<file path="src/rtl/bounded_uniform_integer_reducer_defines.svh">
// ----------------------------------------------------------------------------
// Bounded uniform integer reducer: assertion macros
// Shared concurrent assertion wrappers, compiled out for synthesis.
// ----------------------------------------------------------------------------
`ifndef BOUNDED_UNIFORM_INTEGER_REDUCER_DEFINES_SVH
`define BOUNDED_UNIFORM_INTEGER_REDUCER_DEFINES_SVH

`ifndef SYNTHESIS
// Same-cycle implication, disabled while reset is asserted
`define BUR_ASSERT_IMPL(lbl, clk, rst_n, ante, cons, msg) \
  lbl: assert property (@(posedge clk) disable iff (!(rst_n)) (ante) |-> (cons)) \
    else $error(msg);
// Next-cycle implication, disabled while reset is asserted
`define BUR_ASSERT_NEXT(lbl, clk, rst_n, ante, cons, msg) \
  lbl: assert property (@(posedge clk) disable iff (!(rst_n)) (ante) |=> (cons)) \
    else $error(msg);
`else
`define BUR_ASSERT_IMPL(lbl, clk, rst_n, ante, cons, msg)
`define BUR_ASSERT_NEXT(lbl, clk, rst_n, ante, cons, msg)
`endif

`endif

</file>
<file path="src/rtl/bur_pkg.sv">
// ----------------------------------------------------------------------------
// Bounded uniform integer reducer package
// Shared constants, command codes and remainder unit request/response types.
// ----------------------------------------------------------------------------
`default_nettype none

package bur_pkg;

  localparam int unsigned WORD_W    = 32;
  localparam int unsigned MAX_TRIES = 20;

  localparam logic [WORD_W-1:0] WORD_ALL = 32'hFFFF_FFFF;
  localparam logic [WORD_W-1:0] SIGN_BIT = 32'h8000_0000;
  localparam logic [WORD_W-1:0] POS_MAX  = 32'h7FFF_FFFF;

  // Input request kinds carried on tuser
  localparam logic CMD_BOUNDS = 1'b0;
  localparam logic CMD_WORD   = 1'b1;

  // Remainder unit request
  typedef struct packed {
    logic              start;
    logic [WORD_W-1:0] dividend;
    logic [WORD_W-1:0] divisor;
  } bur_div_req_t;

  // Remainder unit response
  typedef struct packed {
    logic              busy;
    logic              done;
    logic [WORD_W-1:0] remainder;
  } bur_div_rsp_t;

endpackage

`default_nettype wire

</file>
<file path="src/rtl/bur_mod_unit.sv">
// ----------------------------------------------------------------------------
// Bit-serial remainder unit
// Restoring division, one dividend bit per cycle; only the remainder is kept.
// ----------------------------------------------------------------------------
`default_nettype none

module bur_mod_unit (
  input  wire logic                  clk_i,
  input  wire logic                  rst_ni,
  input  wire bur_pkg::bur_div_req_t req_i,
  output bur_pkg::bur_div_rsp_t      rsp_o
);
  import bur_pkg::*;

  localparam int unsigned CntW = $clog2(WORD_W);

  logic [WORD_W-1:0] rem_q, rem_d;
  logic [WORD_W-1:0] dvd_q, dvd_d;
  logic [WORD_W-1:0] dvs_q, dvs_d;
  logic [CntW-1:0]   cnt_q, cnt_d;
  logic              busy_q, busy_d;
  logic              done_q, done_d;

  logic [WORD_W:0]   trial;
  logic [WORD_W:0]   diff;

  // Shift in the next dividend bit and trial-subtract the divisor
  assign trial = {rem_q, dvd_q[WORD_W-1]};
  assign diff  = trial - {1'b0, dvs_q};

  always_comb begin
    rem_d  = rem_q;
    dvd_d  = dvd_q;
    dvs_d  = dvs_q;
    cnt_d  = cnt_q;
    busy_d = busy_q;
    done_d = done_q;
    if (req_i.start) begin
      rem_d  = '0;
      dvd_d  = req_i.dividend;
      dvs_d  = req_i.divisor;
      cnt_d  = '0;
      busy_d = 1'b1;
      done_d = 1'b0;
    end else if (busy_q) begin
      rem_d = diff[WORD_W] ? trial[WORD_W-1:0] : diff[WORD_W-1:0];
      dvd_d = {dvd_q[WORD_W-2:0], 1'b0};
      cnt_d = cnt_q + CntW'(1);
      if (cnt_q == CntW'(WORD_W - 1)) begin
        busy_d = 1'b0;
        done_d = 1'b1;
      end
    end
  end

  // Hold control flags under reset
  always_ff @(posedge clk_i or negedge rst_ni) begin
    if (!rst_ni) begin
      cnt_q  <= '0;
      busy_q <= 1'b0;
      done_q <= 1'b0;
    end else begin
      cnt_q  <= cnt_d;
      busy_q <= busy_d;
      done_q <= done_d;
    end
  end

  // Datapath registers
  always_ff @(posedge clk_i) begin
    rem_q <= rem_d;
    dvd_q <= dvd_d;
    dvs_q <= dvs_d;
  end

  assign rsp_o.busy      = busy_q;
  assign rsp_o.done      = done_q;
  assign rsp_o.remainder = rem_q;

endmodule

`default_nettype wire

</file>
<file path="src/rtl/bounded_uniform_integer_reducer.sv">
// ----------------------------------------------------------------------------
// Bounded uniform integer reducer
// Maps raw 32-bit random words to a uniform integer in a signed interval.
// ----------------------------------------------------------------------------
// A bounds request (tuser = 0) latches low and high; a word request
// (tuser = 1) supplies one random word. Requests with low >= high answer at
// once with low. Full-range and power-of-two spans are answered from the
// word without the remainder unit. Other spans share one bit-serial remainder
// unit: a bounds request runs one modulo pass to compute the rejection limit,
// an accepted word one modulo pass, and a word folded after the retry limit
// two modulo passes. Rejected words give no result; words with no request
// pending are dropped. One result register sits on the output, so a request
// is taken while a result waits if the sink takes it in the same cycle.
`default_nettype none

module bounded_uniform_integer_reducer #(
  parameter int unsigned MaxTries = bur_pkg::MAX_TRIES
) (
  input  wire logic        clk_i,
  input  wire logic        rst_ni,
  input  wire logic        s_axis_tvalid_i,
  output      logic        s_axis_tready_o,
  // [31:0] low_bound, [63:32] high_bound, [95:64] random_word
  input  wire logic [95:0] s_axis_tdata_i,
  // [0] command
  input  wire logic        s_axis_tuser_i,
  output      logic        m_axis_tvalid_o,
  input  wire logic        m_axis_tready_i,
  // [31:0] value
  output      logic [31:0] m_axis_tdata_o,
  // [0] forced_fold
  output      logic        m_axis_tuser_o
);
  import bur_pkg::*;

`include "bounded_uniform_integer_reducer_defines.svh"

  localparam int unsigned TriesW = $clog2(MaxTries + 1);

  typedef enum logic [4:0] {
    ST_IDLE     = 5'b00001,
    ST_CLASSIFY = 5'b00010,
    ST_LIMIT    = 5'b00100,
    ST_FOLD     = 5'b01000,
    ST_REDUCE   = 5'b10000
  } bur_state_e;

  bur_state_e        state_q, state_d;
  logic [WORD_W-1:0] base_q, base_d;
  logic [WORD_W-1:0] span_q, span_d;
  // Rejection limit, or span - 1 as the mask for power-of-two spans
  logic [WORD_W-1:0] limit_q, limit_d;
  logic [TriesW-1:0] tries_q, tries_d;
  logic              pending_q, pending_d;
  logic              full_q, full_d;
  logic              pow2_q, pow2_d;
  logic              fold_q, fold_d;
  logic              out_valid_q, out_valid_d;
  logic [WORD_W-1:0] out_data_q, out_data_d;
  logic              out_fold_q, out_fold_d;

  bur_div_req_t      div_req;
  bur_div_rsp_t      div_rsp;

  logic              out_free;
  logic              in_fire;
  logic [WORD_W-1:0] lo, hi, word;
  logic [WORD_W-1:0] span_m1;

  assign lo   = s_axis_tdata_i[31:0];
  assign hi   = s_axis_tdata_i[63:32];
  assign word = s_axis_tdata_i[95:64];

  assign out_free        = !out_valid_q || m_axis_tready_i;
  assign s_axis_tready_o = (state_q == ST_IDLE) && out_free;
  assign in_fire         = s_axis_tvalid_i && s_axis_tready_o;
  assign span_m1         = span_q - WORD_W'(1);

  // Shared remainder unit
  bur_mod_unit u_mod (
    .clk_i  (clk_i),
    .rst_ni (rst_ni),
    .req_i  (div_req),
    .rsp_o  (div_rsp)
  );

  // Sequencer
  always_comb begin
    state_d    = state_q;
    base_d     = base_q;
    span_d     = span_q;
    limit_d    = limit_q;
    tries_d    = tries_q;
    pending_d  = pending_q;
    full_d     = full_q;
    pow2_d     = pow2_q;
    fold_d     = fold_q;
    out_data_d = out_data_q;
    out_fold_d = out_fold_q;
    div_req    = '0;
    out_valid_d = out_valid_q && !m_axis_tready_i;

    unique case (state_q)
      ST_IDLE: begin
        if (in_fire && (s_axis_tuser_i == CMD_BOUNDS)) begin
          tries_d = '0;
          full_d  = 1'b0;
          pow2_d  = 1'b0;
          base_d  = lo;
          if ($signed(lo) >= $signed(hi)) begin
            // Empty or single interval: answer with low
            pending_d   = 1'b0;
            out_valid_d = 1'b1;
            out_data_d  = lo;
            out_fold_d  = 1'b0;
          end else begin
            pending_d = 1'b1;
            if (lo == SIGN_BIT && hi == POS_MAX) begin
              full_d = 1'b1;
            end else begin
              span_d  = hi - lo + WORD_W'(1);
              state_d = ST_CLASSIFY;
            end
          end
        end else if (in_fire && pending_q) begin
          priority if (full_q) begin
            pending_d   = 1'b0;
            out_valid_d = 1'b1;
            out_data_d  = word;
            out_fold_d  = 1'b0;
          end else if (pow2_q) begin
            pending_d   = 1'b0;
            out_valid_d = 1'b1;
            out_data_d  = base_q + (word & limit_q);
            out_fold_d  = 1'b0;
          end else if (word >= limit_q) begin
            if (tries_q >= TriesW'(MaxTries - 1)) begin
              // Retry limit reached: fold the word into range
              div_req.start    = 1'b1;
              div_req.dividend = word;
              div_req.divisor  = limit_q;
              fold_d           = 1'b1;
              state_d          = ST_FOLD;
            end else begin
              tries_d = tries_q + TriesW'(1);
            end
          end else begin
            div_req.start    = 1'b1;
            div_req.dividend = word;
            div_req.divisor  = span_q;
            fold_d           = 1'b0;
            state_d          = ST_REDUCE;
          end
        end
      end
      ST_CLASSIFY: begin
        if ((span_q & span_m1) == '0) begin
          pow2_d  = 1'b1;
          limit_d = span_m1;
          state_d = ST_IDLE;
        end else begin
          div_req.start    = 1'b1;
          div_req.dividend = WORD_ALL;
          div_req.divisor  = span_q;
          state_d          = ST_LIMIT;
        end
      end
      ST_LIMIT: begin
        // All-ones minus the remainder is its complement
        if (div_rsp.done) begin
          limit_d = ~div_rsp.remainder;
          state_d = ST_IDLE;
        end
      end
      ST_FOLD: begin
        if (div_rsp.done) begin
          div_req.start    = 1'b1;
          div_req.dividend = div_rsp.remainder;
          div_req.divisor  = span_q;
          state_d          = ST_REDUCE;
        end
      end
      ST_REDUCE: begin
        if (div_rsp.done && out_free) begin
          pending_d   = 1'b0;
          tries_d     = '0;
          out_valid_d = 1'b1;
          out_data_d  = base_q + div_rsp.remainder;
          out_fold_d  = fold_q;
          state_d     = ST_IDLE;
        end
      end
      default: begin
        state_d = ST_IDLE;
      end
    endcase
  end

  // Control state
  always_ff @(posedge clk_i or negedge rst_ni) begin
    if (!rst_ni) begin
      state_q     <= ST_IDLE;
      base_q      <= '0;
      span_q      <= '0;
      limit_q     <= '0;
      tries_q     <= '0;
      pending_q   <= 1'b0;
      full_q      <= 1'b0;
      pow2_q      <= 1'b0;
      out_valid_q <= 1'b0;
    end else begin
      state_q     <= state_d;
      base_q      <= base_d;
      span_q      <= span_d;
      limit_q     <= limit_d;
      tries_q     <= tries_d;
      pending_q   <= pending_d;
      full_q      <= full_d;
      pow2_q      <= pow2_d;
      out_valid_q <= out_valid_d;
    end
  end

  // Result payload
  always_ff @(posedge clk_i) begin
    fold_q     <= fold_d;
    out_data_q <= out_data_d;
    out_fold_q <= out_fold_d;
  end

  assign m_axis_tvalid_o = out_valid_q;
  assign m_axis_tdata_o  = out_data_q;
  assign m_axis_tuser_o  = out_fold_q;

  // Checks
  `BUR_ASSERT_IMPL(a_no_restart, clk_i, rst_ni, div_req.start, !div_rsp.busy,
                   "mod unit restarted while busy")
  `BUR_ASSERT_NEXT(a_reduce_out, clk_i, rst_ni,
                   (state_q == ST_REDUCE) && div_rsp.done && out_free,
                   m_axis_tvalid_o, "reduced result not presented")
  `BUR_ASSERT_NEXT(a_full_out, clk_i, rst_ni,
                   in_fire && (s_axis_tuser_i == CMD_WORD) && pending_q && full_q,
                   m_axis_tvalid_o && (state_q == ST_IDLE), "full-range word not passed")
  `BUR_ASSERT_IMPL(a_tries_bound, clk_i, rst_ni, pending_q, tries_q < TriesW'(MaxTries),
                   "retry count past limit")

endmodule

`default_nettype wire
</file>
<file path="config.mk">
export PLATFORM = sky130hd
export DESIGN_NAME = bounded_uniform_integer_reducer
export DESIGN_NICKNAME = d
export VERILOG_FILES = /design/src/rtl/bur_pkg.sv /design/src/rtl/bur_mod_unit.sv /design/src/rtl/bounded_uniform_integer_reducer.sv
export VERILOG_INCLUDE_DIRS = /design/src /design/src/rtl
export SDC_FILE = /design/constraint.sdc
export NUM_CORES = 1
export LEC_CHECK = 0
export BUFFER_PORTS_ARGS = -buffer_cell sky130_fd_sc_hd__clkbuf_2
export CAP_MARGIN = 10
export CORE_UTILIZATION = 56
export DETAILED_ROUTE_END_ITERATION = 16
export PLACE_DENSITY = 0.74
export SLEW_MARGIN = 10
export SYNTH_ARGS = -nofsm -noshare
export SYNTH_HDL_FRONTEND = slang
export SYNTH_HIERARCHICAL = 1
export SYNTH_SLANG_ARGS = --single-unit
</file>
<file path="constraint.sdc">
create_clock -name clk_i -period 5.4 [get_ports clk_i]
set_input_delay 0.54 -clock clk_i [delete_from_list [all_inputs] [get_ports clk_i]]
set_output_delay 0.54 -clock clk_i [all_outputs]
set_load 0.02 [all_outputs]
</file>
==> metrics.md <==
| Metric | Value |
|---|---|
| Status | complete, no violations |
| Final setup fails | 0 |
| Die area | 0.03879 mm² |
| Met1 wire length | 29630 µm |
| Measured slew at the worst slew-check pin | 1163 ps |
| CTS Buffer Depth | 3 |
| Area growth, synth to finish | 9.770% |
| Metal2 WL | 28260 µm |
| WP data required | 5870 ps |
| Worst setup EP type | flip-flop |
| Initial DRC count | 1627 |
| Initial antenna violation count | 1 |
| CTS sink cnt | 247 |
| Core area | 0.03749 mm² |
| Routed vias/inst | 6.247 |
| Drt drc | 0 |
| CP top delay family | simple AND/OR/NAND/NOR gates |
| Final wirelength | 66820 µm |
| Clk slew on worst S/H paths | 60 ps |
| Routed WL per cell | 21.73 µm |
| Syn. warnings | 6 |
| Die height | 197.0 µm |
| Root Driver | clkbuf_16 |
| Drt first pass iters | 6 |
| Num rows | 71 |
| GRT Overall Usage | 34.73% |
| # IOs | 136 |
| Cell count of the worst reg-to-reg path | 23 |
| WHS Endpoint | base_q[7] |
| WS Path Type | flip-flop to flip-flop |
| Crit path top cell by count | inv_1 |
| Tmin final | 4804 ps |
| Worst min-delay path class | primary input to flip-flop |
| Port Buffers | 135 |
| First-pass GRT wire length | 103700 µm |
| Final net count | 2932 |
| Dpl hpwl | 53310 µm |
| Max-cap violations | 0 |
| Htree depth | 1 |
| Final instance area | 0.02336 mm² |
| Worst vdd ir | 0.2481 mV |
| Hold_ws | 263.0 ps |
| Final TNS setup | 0 ps |
| Uppermost layer routed | met4 |
| Final hold vios | 0 |
| Metal3 WL | 6107 µm |
| Crit share post-route | 88.97% |
| Critical path arrival | 5270 ps |
| Critical R2R Capture | u_mod/rem_q[30] |
| Gr ovfl total | 0 |
| Worst path max stage delay | 410 ps |
| Final ANT Viol Nets | 0 |
| Layout cells sized above 1 | 11.63% |
| Hold depth | 3 |
| Number of global-route vias before repair | 18570 |
| Pwr dens | 593.9 mW/mm² |
| Initial Util | 56.78% |
| Instance area at placement | 0.02241 mm² |
| Leakage | 10.88 nW |
| Syn_nets | 2845 |
| Crit path max fanout | 5 |
| Cells after Synth | 2454 |
| Dpl ws | 693.6 ps |
| Via Count | 19210 |
| Final Wtd Congestion | 0.9556 |
| Syn_area_per_cell | 8.673 µm² |
| Slowest cell on crit path | dfrtp_1 |
| CP cell instances | inv_1 -> ha_1 -> inv_1 -> nor3b_1 -> nand2_1 -> nor2_1 -> nand2_1 -> nor4_1 -> inv_1 -> or3_1 -> ha_1 -> nor4_1 -> nand4_1 -> nor2_1 -> nor2_2 -> nor2_2 -> nand2b_4 -> o21bai_1 -> a221oi_1 -> nand3_1 -> a21oi_1 -> nand4_1 -> o221ai_1 |
| Max-slew violations | 0 |
| Die Width | 197.0 µm |
| Crit path buffers/inverters | 3 |
| Skew-Pair Late Insertion Delay | 580 ps |
| Pin count of the biggest net entering global routing | 60 |
| Post-CTS setup buffer count | 0 |
| Syn Std Cell Area | 0.02128 mm² |
| R2R setup slack | 600 ps |
| Highest clock rate | 0.2081 GHz |
| CTS tree | done |
| Hold Startpoint | s_axis_tdata_i[7] |
| Final worst slack | 595.5 ps |
| Crit start category | flip-flop |
| Unrepaired setup endpoints after global routing | no |
| Slew headroom | 22.47% |
| Reg2Reg Launch Point | span_q[0] |
| Num CTS Buffers | 28 |
| Setup Skew | 28.08 ps |
## metrics by stage
stage          power [W]  instances  util, %
2_1_floorplan   0.009474       2454        -
4_1_cts          0.01372       3073    62.25
5_1_grt          0.01491       3075    62.32
3_5_place_dp     0.01174       3020    59.77
6_report         0.01388       3075    62.32
3_3_place_gp     0.01154       3020    59.77
## final cells by class
| type | count | area (µm²) |
|---|---|---|
| antenna | 1 | 2.502 |
| clock buffer | 42 | 855.8 |
| clock inverter | 10 | 65.06 |
| fill | 3345 | 14120 |
| inverter | 181 | 679.4 |
| multi-input combinational | 1918 | 13680 |
| sequential | 247 | 6515 |
| tap | 511 | 639.4 |
| timing repair buffer | 165 | 925.9 |
## flip-flops by register name, indices dropped and copies added, names as in the netlist, 5 cells and up
signal and cells:
base_q 32, limit_q 32, m_axis_tdata_o 32, span_q 32, state_q 5, tries_q 5
u_mod/cnt_q 5, u_mod/dvd_q 32, u_mod/dvs_q 32, u_mod/rem_q 32
## worst min-delay path: stages
cell and delay (ps):
clkbuf_2 120, nand2_1 90, nand2_1 50
## worst max path at each step
| stage | slack (ps) | from | cells after the start | endpoint |
|---|---|---|---|---|
| 2_1_floorplan | 470 | s_axis_tdata_i[81] | 14 | u_mod/dvd_q[0] |
| 3_3_place_gp | 820 | span_q[0] | 18 | u_mod/dvd_q[2] |
| 3_5_place_dp | 690 | span_q[0] | 18 | u_mod/dvd_q[1] |
| 4_1_cts | 650 | span_q[0] | 23 | u_mod/rem_q[30] |
| 5_1_grt | 80 | span_q[0] | 23 | u_mod/rem_q[30] |
| 6_report | 600 | span_q[0] | 23 | u_mod/rem_q[30] |
## cells in the final DEF (no fill, tap or decap), types with 32 or more instances in the layout
cell        n
a22o_1     33
xnor2_1    58
edfxtp_1   98
nand3_1    43
ha_1      286
nand4_1    42
dfrtp_1   114
clkbuf_2  134
a21o_1     73
mux2_2     35
inv_1     179
dfxtp_1    32
o21ai_0   180
xor2_1     49
a221o_1    37
a211oi_1   32
nor2_1    221
a21oi_1   148
nor4_1     37
nand2_1   226
## where the power goes
| part | internal (W) | leakage, nW | switching (W) | total (W) |
|---|---|---|---|---|
| clock network | 0.00110 | 0.457 | 0.000830 | 0.00193 |
| logic | 0.00322 | 7.72 | 0.00465 | 0.00787 |
| registers | 0.00299 | 2.70 | 0.00109 | 0.00408 |
## per-layer routing
layer	GRT usage (%)	vias to the layer above
li1	-	9128
met1	48.83	9146
met2	51.81	803
met3	6.964	133
met4	14.61	0
met5	0	-
## timing repair
item,CTS,global route
setup endpoints to repair,0,1
hold buffers,1,0
resized for setup,0,1
endpoints found under the hold margin,13,0
Power figures use the tool's default switching activity.
